`config.mk`:
```
export PLATFORM = sky130hd
export DESIGN_NAME = vibration_pattern_pwm_sequencer_core
export DESIGN_NICKNAME = d
export VERILOG_FILES = /design/src/rtl/vpps_pkg.sv /design/src/rtl/vibration_pattern_pwm_sequencer_core.sv /design/src/rtl/vpps_table.sv /design/src/rtl/vpps_seq.sv
export SDC_FILE = /design/constraint.sdc
export NUM_CORES = 1
export LEC_CHECK = 0
export BUFFER_PORTS_ARGS = -buffer_cell sky130_fd_sc_hd__buf_4
export CAP_MARGIN = 20
export CORE_MARGIN = 2
export CORE_UTILIZATION = 63
export DETAILED_ROUTE_END_ITERATION = 16
export PLACE_DENSITY = 0.79
export SYNTH_ARGS = -nofsm -noshare
export SYNTH_HDL_FRONTEND = slang
export SYNTH_HIERARCHICAL = 1
export SYNTH_SLANG_ARGS = --single-unit
```
`constraint.sdc`:
```
create_clock -name clk -period 6.31 [get_ports clk]
set_clock_uncertainty 0.2 [all_clocks]
set_input_delay 0.9465 -clock clk [delete_from_list [all_inputs] [get_ports clk]]
set_output_delay 0.9465 -clock clk [all_outputs]
set_load 0.05 [all_outputs]
```
`src/rtl/vpps_pkg.sv`:
```
`default_nettype none
// ----------------------------------------------------------------------------
// vpps_pkg
// Shared types and constants of the vibration pattern sequencer.
// ----------------------------------------------------------------------------
package vpps_pkg;

    // request codes on the input beat
    typedef enum logic {
        REQ_TICK  = 1'b0,
        REQ_WRITE = 1'b1
    } req_t;

    // payload field widths
    localparam int IDX_W  = 6;
    localparam int VAL_W  = 8;
    localparam int SLOT_W = 6;

    // fixed table layout
    localparam int BYTE_STRENGTH = 0;
    localparam int BYTE_PAIRS    = 1;
    localparam int SLOT_FIRST    = 2;

endpackage : vpps_pkg
`default_nettype wire

```
`src/rtl/vibration_pattern_pwm_sequencer_core.sv`:
```
`default_nettype none
// ----------------------------------------------------------------------------
// vibration_pattern_pwm_sequencer_core
// Motor pin sequencer driven from a pattern table: tick beats give one pin
// level and slot position, write beats store one table byte.
// ----------------------------------------------------------------------------
//   channel | handshake                   | payload
//   --------+-----------------------------+------------------------------------
//   in      | in_valid / in_stall         | req_type, param_index, param_value
//   out     | out_valid / out_stall       | drive, pattern_slot
//
// One beat is accepted per cycle unless in_stall is high; a tick result
// sits in the output register in the cycle after acceptance. A slot reload
// reads the table with its tick; the count goes to a tick right behind it.
// Reset clears the state and the table valid bits at once, with no sweep.
// in_stall is high while a result waits in the output register under stall.
// ----------------------------------------------------------------------------
module vibration_pattern_pwm_sequencer_core
    import vpps_pkg::*;
#(
    parameter int TABLE_BYTES    = 64,
    parameter int PWM_STEPS      = 10,
    parameter int TICKS_PER_UNIT = 10
)
(
    input  wire logic              clk,
    input  wire logic              rst_n,
    input  wire logic              in_valid,
    output logic                   in_stall,
    input  wire logic              req_type,
    input  wire logic [IDX_W-1:0]  param_index,
    input  wire logic [VAL_W-1:0]  param_value,
    output logic                   out_valid,
    input  wire logic              out_stall,
    output logic                   drive,
    output logic      [SLOT_W-1:0] pattern_slot
);

    localparam int AW = $clog2(TABLE_BYTES);

    logic accept, tick, wr_en;
    logic rd_en;
    logic [AW-1:0] rd_addr;
    logic [VAL_W-1:0] rd_data, strength_byte, pairs_byte;
    logic drive_w;
    logic [AW-1:0] slot_w;
    logic out_valid_reg;
    logic drive_reg;
    logic [SLOT_W-1:0] slot_reg;

    // input beat decode
    assign in_stall = out_valid_reg && out_stall;
    assign accept   = in_valid && !in_stall;
    assign tick     = accept && (req_type == REQ_TICK);
    assign wr_en    = accept && (req_type == REQ_WRITE);

    vpps_table #(
        .TABLE_BYTES (TABLE_BYTES),
        .AW          (AW)
    ) u_table (
        .clk           (clk),
        .rst_n         (rst_n),
        .wr_en         (wr_en),
        .wr_index      (param_index),
        .wr_value      (param_value),
        .rd_en         (rd_en),
        .rd_addr       (rd_addr),
        .rd_data       (rd_data),
        .strength_byte (strength_byte),
        .pairs_byte    (pairs_byte)
    );

    vpps_seq #(
        .TABLE_BYTES    (TABLE_BYTES),
        .PWM_STEPS      (PWM_STEPS),
        .TICKS_PER_UNIT (TICKS_PER_UNIT),
        .AW             (AW)
    ) u_seq (
        .clk           (clk),
        .rst_n         (rst_n),
        .tick          (tick),
        .strength_byte (strength_byte),
        .pairs_byte    (pairs_byte),
        .rd_data       (rd_data),
        .rd_en         (rd_en),
        .rd_addr       (rd_addr),
        .drive         (drive_w),
        .slot          (slot_w)
    );

    // output register
    always_ff @(posedge clk or negedge rst_n)
    begin
        if (!rst_n)
        begin
            out_valid_reg <= 1'b0;
        end
        else if (tick)
        begin
            out_valid_reg <= 1'b1;
        end
        else if (!out_stall)
        begin
            out_valid_reg <= 1'b0;
        end
    end

    // result payload
    always_ff @(posedge clk)
    begin
        if (tick)
        begin
            drive_reg <= drive_w;
            slot_reg  <= SLOT_W'(slot_w);
        end
    end

    assign out_valid    = out_valid_reg;
    assign drive        = drive_reg;
    assign pattern_slot = slot_reg;

endmodule : vibration_pattern_pwm_sequencer_core
`default_nettype wire

```
`src/rtl/vpps_table.sv`:
```
`default_nettype none
// ----------------------------------------------------------------------------
// vpps_table
// Pattern table memory with per-entry valid bits and shadow copies of the
// strength and pair-count bytes.
// ----------------------------------------------------------------------------
module vpps_table
    import vpps_pkg::*;
#(
    parameter int TABLE_BYTES = 64,
    parameter int AW          = 6
)
(
    input  wire logic             clk,
    input  wire logic             rst_n,
    input  wire logic             wr_en,
    input  wire logic [IDX_W-1:0] wr_index,
    input  wire logic [VAL_W-1:0] wr_value,
    input  wire logic             rd_en,
    input  wire logic [AW-1:0]    rd_addr,
    output logic      [VAL_W-1:0] rd_data,
    output logic      [VAL_W-1:0] strength_byte,
    output logic      [VAL_W-1:0] pairs_byte
);

    logic [VAL_W-1:0] mem [TABLE_BYTES];
    logic [TABLE_BYTES-1:0] valid_reg;
    logic [VAL_W-1:0] rd_data_reg;
    logic rd_valid_reg;
    logic [VAL_W-1:0] strength_reg;
    logic [VAL_W-1:0] pairs_reg;
    logic in_range;
    logic [AW-1:0] wr_addr;

    // writes past the table end are dropped
    assign in_range = int'(wr_index) < TABLE_BYTES;
    assign wr_addr  = AW'(wr_index);

    // storage array, no reset
    always_ff @(posedge clk)
    begin
        if (wr_en && in_range)
        begin
            mem[wr_addr] <= wr_value;
        end
        if (rd_en)
        begin
            rd_data_reg <= mem[rd_addr];
        end
    end

    // valid bits and shadow bytes, cleared by reset
    always_ff @(posedge clk or negedge rst_n)
    begin
        if (!rst_n)
        begin
            valid_reg    <= '0;
            rd_valid_reg <= 1'b0;
            strength_reg <= '0;
            pairs_reg    <= '0;
        end
        else
        begin
            if (rd_en)
            begin
                rd_valid_reg <= valid_reg[rd_addr];
            end
            if (wr_en && in_range)
            begin
                valid_reg[wr_addr] <= 1'b1;
                if (wr_addr == AW'(BYTE_STRENGTH))
                begin
                    strength_reg <= wr_value;
                end
                if (wr_addr == AW'(BYTE_PAIRS))
                begin
                    pairs_reg <= wr_value;
                end
            end
        end
    end

    // never written entries read as zero
    assign rd_data       = rd_valid_reg ? rd_data_reg : '0;
    assign strength_byte = strength_reg;
    assign pairs_byte    = pairs_reg;

endmodule : vpps_table
`default_nettype wire

```
`src/rtl/vpps_seq.sv`:
```
`default_nettype none
// ----------------------------------------------------------------------------
// vpps_seq
// PWM phase, strength and slot countdown; issues the table read for a slot
// reload and forwards the reloaded count to a following tick.
// ----------------------------------------------------------------------------
module vpps_seq
    import vpps_pkg::*;
#(
    parameter int TABLE_BYTES    = 64,
    parameter int PWM_STEPS      = 10,
    parameter int TICKS_PER_UNIT = 10,
    parameter int AW             = 6
)
(
    input  wire logic             clk,
    input  wire logic             rst_n,
    input  wire logic             tick,
    input  wire logic [VAL_W-1:0] strength_byte,
    input  wire logic [VAL_W-1:0] pairs_byte,
    input  wire logic [VAL_W-1:0] rd_data,
    output logic                  rd_en,
    output logic      [AW-1:0]    rd_addr,
    output logic                  drive,
    output logic      [AW-1:0]    slot
);

    localparam int MAX_PAIRS = (TABLE_BYTES - 2) / 2;
    localparam int PHW       = $clog2(PWM_STEPS);
    localparam int CD_W      = $clog2(255 * TICKS_PER_UNIT + 1) + 1;

    logic [PHW-1:0] phase_reg, phase_next;
    logic [PHW:0] phase_inc;
    logic [VAL_W-1:0] strength_reg, strength_next;
    logic signed [CD_W-1:0] cd_reg, cd_next, cd_cur, cd_dec, cd_load;
    logic [AW-1:0] pos_reg, pos_next, pos_tick;
    logic pend_reg, pend_next;
    logic reload;
    logic [VAL_W-1:0] pairs;
    logic [AW:0] pos_inc, limit;

    // reloaded count from the table read of the previous cycle
    assign cd_load = $signed(CD_W'(rd_data) * CD_W'(TICKS_PER_UNIT));
    assign cd_cur  = pend_reg ? cd_load : cd_reg;
    assign cd_dec  = cd_cur - CD_W'(1);

    // clamped pair count and wrap limit
    assign pairs   = (int'(pairs_byte) > MAX_PAIRS) ? VAL_W'(MAX_PAIRS) : pairs_byte;
    assign limit   = ((AW + 1)'(pairs) << 1) + (AW + 1)'(SLOT_FIRST);
    assign pos_inc = {1'b0, pos_reg} + (AW + 1)'(1);

    // pwm phase and pin level
    assign phase_inc = {1'b0, phase_reg} + (PHW + 1)'(1);
    assign phase_next = (phase_inc >= (PHW + 1)'(PWM_STEPS)) ? '0 : PHW'(phase_inc);
    assign drive = (strength_reg != '0) && (VAL_W'(phase_next) < strength_reg);

    // slot step for one tick
    always_comb
    begin
        pos_tick      = '0;
        reload        = 1'b0;
        strength_next = strength_reg;
        pos_next      = pos_reg;
        cd_next       = cd_reg;
        pend_next     = 1'b0;
        if (pairs != '0)
        begin
            if ((cd_cur == '0) && (pos_reg == '0))
            begin
                pos_tick = AW'(SLOT_FIRST);
                reload   = 1'b1;
            end
            else if (cd_dec[CD_W-1] || (cd_dec == '0))
            begin
                pos_tick = (pos_inc >= limit) ? AW'(SLOT_FIRST) : AW'(pos_inc);
                reload   = 1'b1;
            end
            else
            begin
                pos_tick = pos_reg;
            end
        end
        if (tick)
        begin
            pos_next  = pos_tick;
            pend_next = reload;
            if (pairs != '0)
            begin
                cd_next       = cd_dec;
                strength_next = pos_tick[0] ? '0 : strength_byte;
            end
            else
            begin
                cd_next       = '0;
                strength_next = strength_byte;
            end
        end
        else if (pend_reg)
        begin
            cd_next = cd_load;
        end
    end

    assign rd_en   = tick && reload;
    assign rd_addr = pos_tick;
    assign slot    = pos_tick;

    // sequencer state
    always_ff @(posedge clk or negedge rst_n)
    begin
        if (!rst_n)
        begin
            phase_reg    <= '0;
            strength_reg <= '0;
            cd_reg       <= '0;
            pos_reg      <= '0;
            pend_reg     <= 1'b0;
        end
        else
        begin
            if (tick)
            begin
                phase_reg <= phase_next;
            end
            strength_reg <= strength_next;
            cd_reg       <= cd_next;
            pos_reg      <= pos_next;
            pend_reg     <= pend_next;
        end
    end

endmodule : vpps_seq
`default_nettype wire
```
## After elaboration in Yosys (flattened, before gate mapping)

Memories as Yosys holds them, arrays and structs flattened. A register that Yosys moved wholly into a read port is not among the register bits.
Cells that the tools add are included.

- $add $sub $neg: 4
- Multiply operators: 1
- Divide/modulo/power cells: 0
- Magnitude comparators: 7
- Equal/unequal tests: 2
- Shift-type cells: 0
- Multiplexer cells: 24
- Bitwise logic cells: 2
- Reduce and logical (&&, ||, !) cells: 18

Operator list:

| kind | number |
|---|---|
| bitwise OR 64 bit | 1 |
| two-way mux 13 bit | 3 |
| two-way mux 8 bit | 4 |
| logical NOT 13 bit | 2 |
| two-way mux 6 bit | 4 |
| nonzero test 8 bit | 2 |
| less-than comparator 6 x 7 -> 1 bit (second input constant) | 2 |
| subtractor 13 x 2 -> 13 bit (second input constant) | 1 |
| logical NOT 6 bit | 2 |
| multiplier 8 x 3 -> 11 bit (second input constant) | 1 |
| two-way mux 1 bit | 10 |
| greater-than comparator 8 x 5 -> 1 bit (second input constant) | 1 |
| logical AND 1 bit | 8 |
| less-than comparator 4 x 8 -> 1 bit | 1 |
| adder 6 x 1 -> 7 bit (second input constant) | 1 |
| adder 7 x 2 -> 7 bit (second input constant) | 1 |
| greater-or-equal comparator 7 bit | 1 |
| binary-select mux 1 bit (select 6 bit) | 1 |
| demux 1 bit (select 6 bit) | 1 |
| equality test 6 x 1 -> 1 bit (second input constant) | 1 |
| greater-or-equal comparator 6 x 1 -> 1 bit (second input constant) | 1 |
| adder 4 x 1 -> 5 bit (second input constant) | 1 |
| greater-or-equal comparator 5 x 4 -> 1 bit (second input constant) | 1 |
| two-way mux 4 bit | 1 |
| other kinds (5) | 6 |

- Register bits: 121
- Latch bits: 0
- Memory bits (writable): 512
- Memory bits (read-only): 0
- Bits of input ports: 19
- Output and inout bits: 9
- Memories: 1

Memory list:

| memory | words | width | rd ports | clocked after Yosys merged registers in | write ports | line | source |
|---|---|---|---|---|---|---|---|
| u_table.mem | 64 | 8 | 1 | 1 | 1 | vpps_table.sv:26 | `logic [VAL_W-1:0] mem [TABLE_BYTES];` |

## Logic depth before layout (Yosys ltp)

- Depth in word-level cells: 11
- Depth in mapped cells: 21
- Gate-level depth less buffers: 17

## Cells and area by module

Netlist, hierarchy kept.

Modules (own cells, without submodules):

| module | times used | cells each | area an instance (um^2) |
|---|---|---|---|
| vpps_table | 1 | 1097 | 23292.3 |
| vpps_seq | 1 | 337 | 3004.1 |
| vibration_pattern_pwm_sequencer_core | 1 | 14 | 271.5 |

## Worst setup path after synthesis

OpenSTA, ideal clock, no wires.

- Path kind: register -> register
- Start point: register u_table.rd_valid_reg
- End point: register u_table.rd_data_reg[0], read port of u_table.mem (data pin)
- Setup time: 0.259 ns
- Data arrival time: 5.189 ns
- Data required time: 5.851 ns
- Path slack: 0.662 ns
- Stages on the path, launching flop included: 19
- Buffers on the path: 3
- Cells stage by stage: dfrtp_1 -> and2_1 -> ha_1 -> ha_1 -> fa_1 -> a211o_1 -> a21oi_2 -> a2bb2oi_4 -> or3b_1 -> a31oi_4 -> a211oi_4 -> or4_1 -> a21oi_1 -> buf_2 -> buf_1 -> clkbuf_1 -> mux4_2 -> a22oi_1 -> nand2_1

- Elaborated cells between the ends (all ways): 15

RTL lines:

| what | line | source |
|---|---|---|
| from (decl) | vpps_table.sv:29 | `logic rd_valid_reg;` |
| from (signal assigned) | vpps_table.sv:66 | `rd_valid_reg <= valid_reg[rd_addr];` |
| two-way mux 8 bit * | vpps_table.sv:84 | `assign rd_data = rd_valid_reg ? rd_data_reg : '0;` |
| named net rd_data[1] | vibration_pattern_pwm_sequencer_core.sv:44 | `logic [VAL_W-1:0] rd_data, strength_byte, pairs_byte;` |
| multiplier 8 x 3 -> 11 bit * | vpps_seq.sv:43 | `assign cd_load = $signed(CD_W'(rd_data) * CD_W'(TICKS_PER_UNIT));` |
| two-way mux 13 bit * | n/a |  |
| subtractor 13 x 2 -> 13 bit | vpps_seq.sv:45 | `assign cd_dec = cd_cur - CD_W'(1);` |
| logical NOT 13 bit | vpps_seq.sv:73 | `else if (cd_dec[CD_W-1] \|\| (cd_dec == '0))` |
| logical OR 1 bit | vpps_seq.sv:73 |  |
| two-way mux 6 bit | vpps_seq.sv:73 |  |
| two-way mux 6 bit * | vpps_seq.sv:68 | `if ((cd_cur == '0) && (pos_reg == '0))` |
| two-way mux 6 bit * | vpps_seq.sv:66 | `if (pairs != '0)` |
| named net rd_addr[3] | vibration_pattern_pwm_sequencer_core.sv:43 | `logic [AW-1:0] rd_addr;` |
| to (decl) | vpps_table.sv:28 | `logic [VAL_W-1:0] rd_data_reg;` |

Mark *: on every way through the listed nets, which the timed path passes. The rest lies on a longest branch.
A chain may end at the register's enable or synchronous reset.

## Worst setup path in the final report

- Start point: register u_table.rd_valid_reg
- End point: register u_table.rd_data_reg[1], read port of u_table.mem (data pin)

Same word-level chain as after synthesis.

==> qor.csv <==
stage,metric,value,unit
cells_and_area,fillerInstances,2416,
flow_run,maxCapViolations,0,
timing,min_period,6.16,ns
timing,timing.slew.headroom,14.0,%
clocking,clock_sinks,641,
synth,netlist_area,0.0266,mm2
critical_path,reg2reg_depth,18,
routing,finalWirelength,61700,um
synth,syn-num-nets,1497,
routing,firstDrtPassIters,6,
routing,num_vias,14400,
synth,async_flop_share,17.8,%
critical_path,critical_path_class,reg -> reg,
critical_path,critPathBufInv,3,
cells_and_area,fin_util,71.5,%
synth,synth-edff-count,527,
synth,avgSynthCellArea,18.3,um2
power,switching_power,4.49,mW
critical_path,critPathMaxStageDelay,0.68,ns
placement,io_buffers,27,
run_status,status,"complete, no violations",
synth,synthSimpleGateAreaFrac,6.81,%
cells_and_area,syn2layout_area_growth,12.3,%
power,p_sw_share,31.4,%
global_routing,grt_max_degree,72,
synth,seq_area_frac_synth,70.3,%
power,p_leak,10.3,nW
synth,yosysWarnings,6,
routing,routedWlPerCell,29.3,um
timing,fmax,162,MHz
critical_path,cpLargestDelayFamily,simple AND/OR/NAND/NOR gates,
timing,tightest_slew,1.29,ns
synth,synth-compound-area-share,3.44,%
clocking,cts_hold_buf,0,
critical_path,reg2reg_to,u_table/rd_data_reg[1],
cells_and_area,final_nets,1566,
critical_path,critPathCaptureType,flop,
placement,gp_congestion,0.849,
routing,vias_per_cell,6.82,
global_routing,grt_overflow,0,
timing,setup_viol,0,
power,power_frac_seq,34.2,%
synth,ys_ff_latch,641,
floorplanning,pin_count,28,
timing,finalMaxSlewViolations,0,
clocking,clkTransAtPathRegs,0.07,ns
global_routing,grt_antenna_before_repair,1,
placement,pre_cts_slack,-0.107,ns
floorplanning,fp.dieW,209,um
global_routing,grt_pass1_vias,14600,
timing,setup_slack,0.151,ns
power,clkPwrFrac,26.2,%
floorplanning,rows,75,
power,p_comb_share,39.6,%
power,cellPowerDensity,479,mW/mm2
floorplanning,start_util,63.6,%
synth,synth_cell_type_count,79,
critical_path,cp-start-kind,flop,
synth,ys.flop_type,edfxtp_1,
timing,finalCritPeriodShare,97.6,%
routing,antenna_left,0,
critical_path,cp_data_required_time,6.47,ns
synth,syn_inst,1448,
critical_path,r2r_slack,0.15,ns
clocking,numCtsBuffers,60,
global_routing,grt_pass1_wl,92100,um
clocking,cts-root-buf,clkbuf_16,
routing,drtIter0Drc,1951,
synth,synthXorXnorAreaFrac,0.363,%
critical_path,cpMaxStageDelayCell,or4_1,
floorplanning,die_area,0.0438,mm2
placement,dp_hpwl,35400,um
power,p_int,9.82,mW
clocking,cts_tree,built,
floorplanning,core,0.0418,mm2
global_routing,grt.total_usage,28.8,%
synth,synth_top_family_by_area,multiplexers,
cells_and_area,largest_register_ffs,512,
clocking,clk-insertion-delay-late,0.63,ns
floorplanning,die_y,209,um
clocking,h-tree-depth,2,
critical_path,r2r_start,u_table/rd_valid_reg,
power,vdd_drop_max,0.353,mV
critical_path,cp.arrival,6.32,ns
timing,hold_viol,0,
synth,synthMuxAreaShare,16.0,%
worst_hold_path,min_path_type,in -> async,
cells_and_area,diodes,0,
synth,synthAdderAreaFrac,1.44,%
clocking,cts_buffer_depth,3,
critical_path,critical_path.max_fanout,28,
cells_and_area,drive_gt1_share,28.7,%
routing,drc,0,
timing,rsz0062_at_grt,no,
critical_path,crit_chain,"and2_1, ha_1, ha_1, fa_1, a211o_1, a21oi_2, a2bb2oi_4, nand3_4, or4_1, nand4_1, mux2i_4, buf_4, buf_4, bufbuf_16, mux4_2, mux4_2, a22oi_1, nand2_1",
==> cells in the mapped netlist, drive strengths merged, types with 4 or more instances <==
master	n	area, um2
nor3	12	70.1
clkbuf	40	150
or2	70	438
dfrtp	114	2850
nand4b	4	35.0
nor4	7	65.1
mux4	169	3810
ha	29	363
inv	18	67.6
a21o	7	52.6
a22oi	12	90.1
buf	32	229
and3	4	25.0
mux2i	26	273
nand2b	11	76.3
o21ai	24	124
nor2	99	377
o2bb2ai	8	70.1
mux2	14	161
xor2	4	35.0
edfxtp	527	15800
and2	12	75.1
nor2b	11	68.8
xnor2	7	61.3
o22ai	16	100
a31oi	8	80.1
nor3b	6	60.1
nand2	67	251
nand3	24	138
a211oi	4	42.5
a21oi	20	104
==> worst max path at each step <==
stage / startpoint / to / cells after the start
after global routing: u_table/rd_valid_reg / u_table/rd_data_reg[1] / 18
after CTS: u_table/rd_valid_reg / u_table/rd_data_reg[0] / 17
after detailed placement: u_table/rd_valid_reg / u_table/rd_data_reg[7] / 17
after floorplan: u_table/rd_valid_reg / u_table/rd_data_reg[0] / 18
after global placement: u_table/rd_valid_reg / u_table/rd_data_reg[7] / 17
final: u_table/rd_valid_reg / u_table/rd_data_reg[1] / 18
==> worst register-to-register path, stage by stage (launching register included) <==
cell and delay [ns]:
dfrtp_1 0.45, and2_1 0.23, ha_1 0.32, ha_1 0.25, fa_1 0.44, a211o_1 0.31, a21oi_2 0.19, a2bb2oi_4 0.29
nand3_4 0.17, or4_1 0.68, nand4_1 0.24, mux2i_4 0.11, buf_4 0.17, buf_4 0.15, bufbuf_16 0.32, mux4_2 0.45
mux4_2 0.46, a22oi_1 0.39, nand2_1 0.10
==> cell type report <==
cell class	instances	area (um2)	area share [%]
Clock buffer	70	1560	5.23
Clock inverter	43	513	1.72
Inverter	18	67.6	0.226
Multi-Input combinational cell	717	7530	25.2
Sequential cell	641	18700	62.6
Tap cell	539	674	2.26
Timing Repair Buffer	79	820	2.75
==> cells in the final DEF (no fill, tap or decap), types with 6 or more instances in the layout <==
| master | Yosys | routed |
|---|---|---|
| clkinv_1 | 0 | 11 |
| or2_2 | 60 | 60 |
| and2_1 | 12 | 12 |
| mux2i_1 | 25 | 25 |
| buf_4 | 8 | 56 |
| nor2_1 | 97 | 97 |
| nor3_1 | 10 | 8 |
| clkbuf_1 | 40 | 9 |
| dfrtp_1 | 114 | 114 |
| clkbuf_16 | 0 | 62 |
| a21o_1 | 7 | 7 |
| bufinv_16 | 0 | 10 |
| nor2b_1 | 11 | 11 |
| nand2b_1 | 10 | 10 |
| nand2_1 | 67 | 67 |
| xnor2_1 | 7 | 7 |
| o22ai_1 | 16 | 14 |
| ha_1 | 29 | 29 |
| mux2_1 | 8 | 8 |
| clkinvlp_4 | 0 | 8 |
| buf_6 | 8 | 9 |
| o21ai_0 | 21 | 21 |
| clkinv_2 | 0 | 9 |
| edfxtp_1 | 527 | 527 |
| or2_1 | 10 | 10 |
| inv_1 | 17 | 17 |
| buf_12 | 0 | 12 |
| a22oi_1 | 12 | 9 |
| o2bb2ai_1 | 8 | 8 |
| mux4_2 | 169 | 169 |
| a31oi_1 | 6 | 6 |
| a21oi_1 | 19 | 14 |
| nand3_1 | 22 | 22 |
==> per-layer routing <==
metal	vias to the layer above	track usage [%]	share of wire [%]
li1	5898	-	-
met5	-	0.556	0
met3	152	5.84	8.7
met2	835	45.8	49
met4	0	12.2	3.9
met1	7488	39.7	38
==> power by group through the flow <==
| stage | clock network, mW | registers (mW) | logic [mW] |
|---|---|---|---|
| final | 3.76 | 4.89 | 5.66 |
| after global routing | 3.96 | 4.90 | 5.97 |
| after CTS | 3.81 | 4.88 | 5.56 |
| after detailed placement | 0 | 4.97 | 5.37 |
| after global placement | 0 | 4.96 | 5.29 |
| after floorplan | 0 | 4.95 | 3.95 |
==> logic make-up after synthesis <==
| group | after synthesis |
|---|---|
| adder cells (fa/ha/maj) | 30 |
| buffers and inverters | 90 |
| XOR/XNOR | 11 |
| flip-flops | 641 |
| AO/OA/AOI/OAI | 123 |
| multiplexers | 209 |
| AND/OR/NAND/NOR | 344 |
==> stage by stage <==
stage	hold WS [ns]	std cells	cell area (um2)	setup TNS (ns)	power, mW
2_1_floorplan	0.233	1448	26600	0	8.90
4_1_cts	0.133	2094	29700	0	14.3
3_3_place_gp	0.245	1974	27500	0	10.2
3_5_place_dp	0.247	1978	27600	-0.398	10.3
5_1_grt	0.176	2107	29800	0	14.8
6_report	0.140	2107	29800	0	14.3
==> what timing repair did <==
item | in CTS | in global routing
endpoints found under the setup margin | 6 | 7
gates resized for setup | 3 | 3
buffers inserted | 2 | 3
pin swaps | 1 | 1
gates cloned | 1 | 1
No activity file was read; power rests on OpenSTA's default activity.
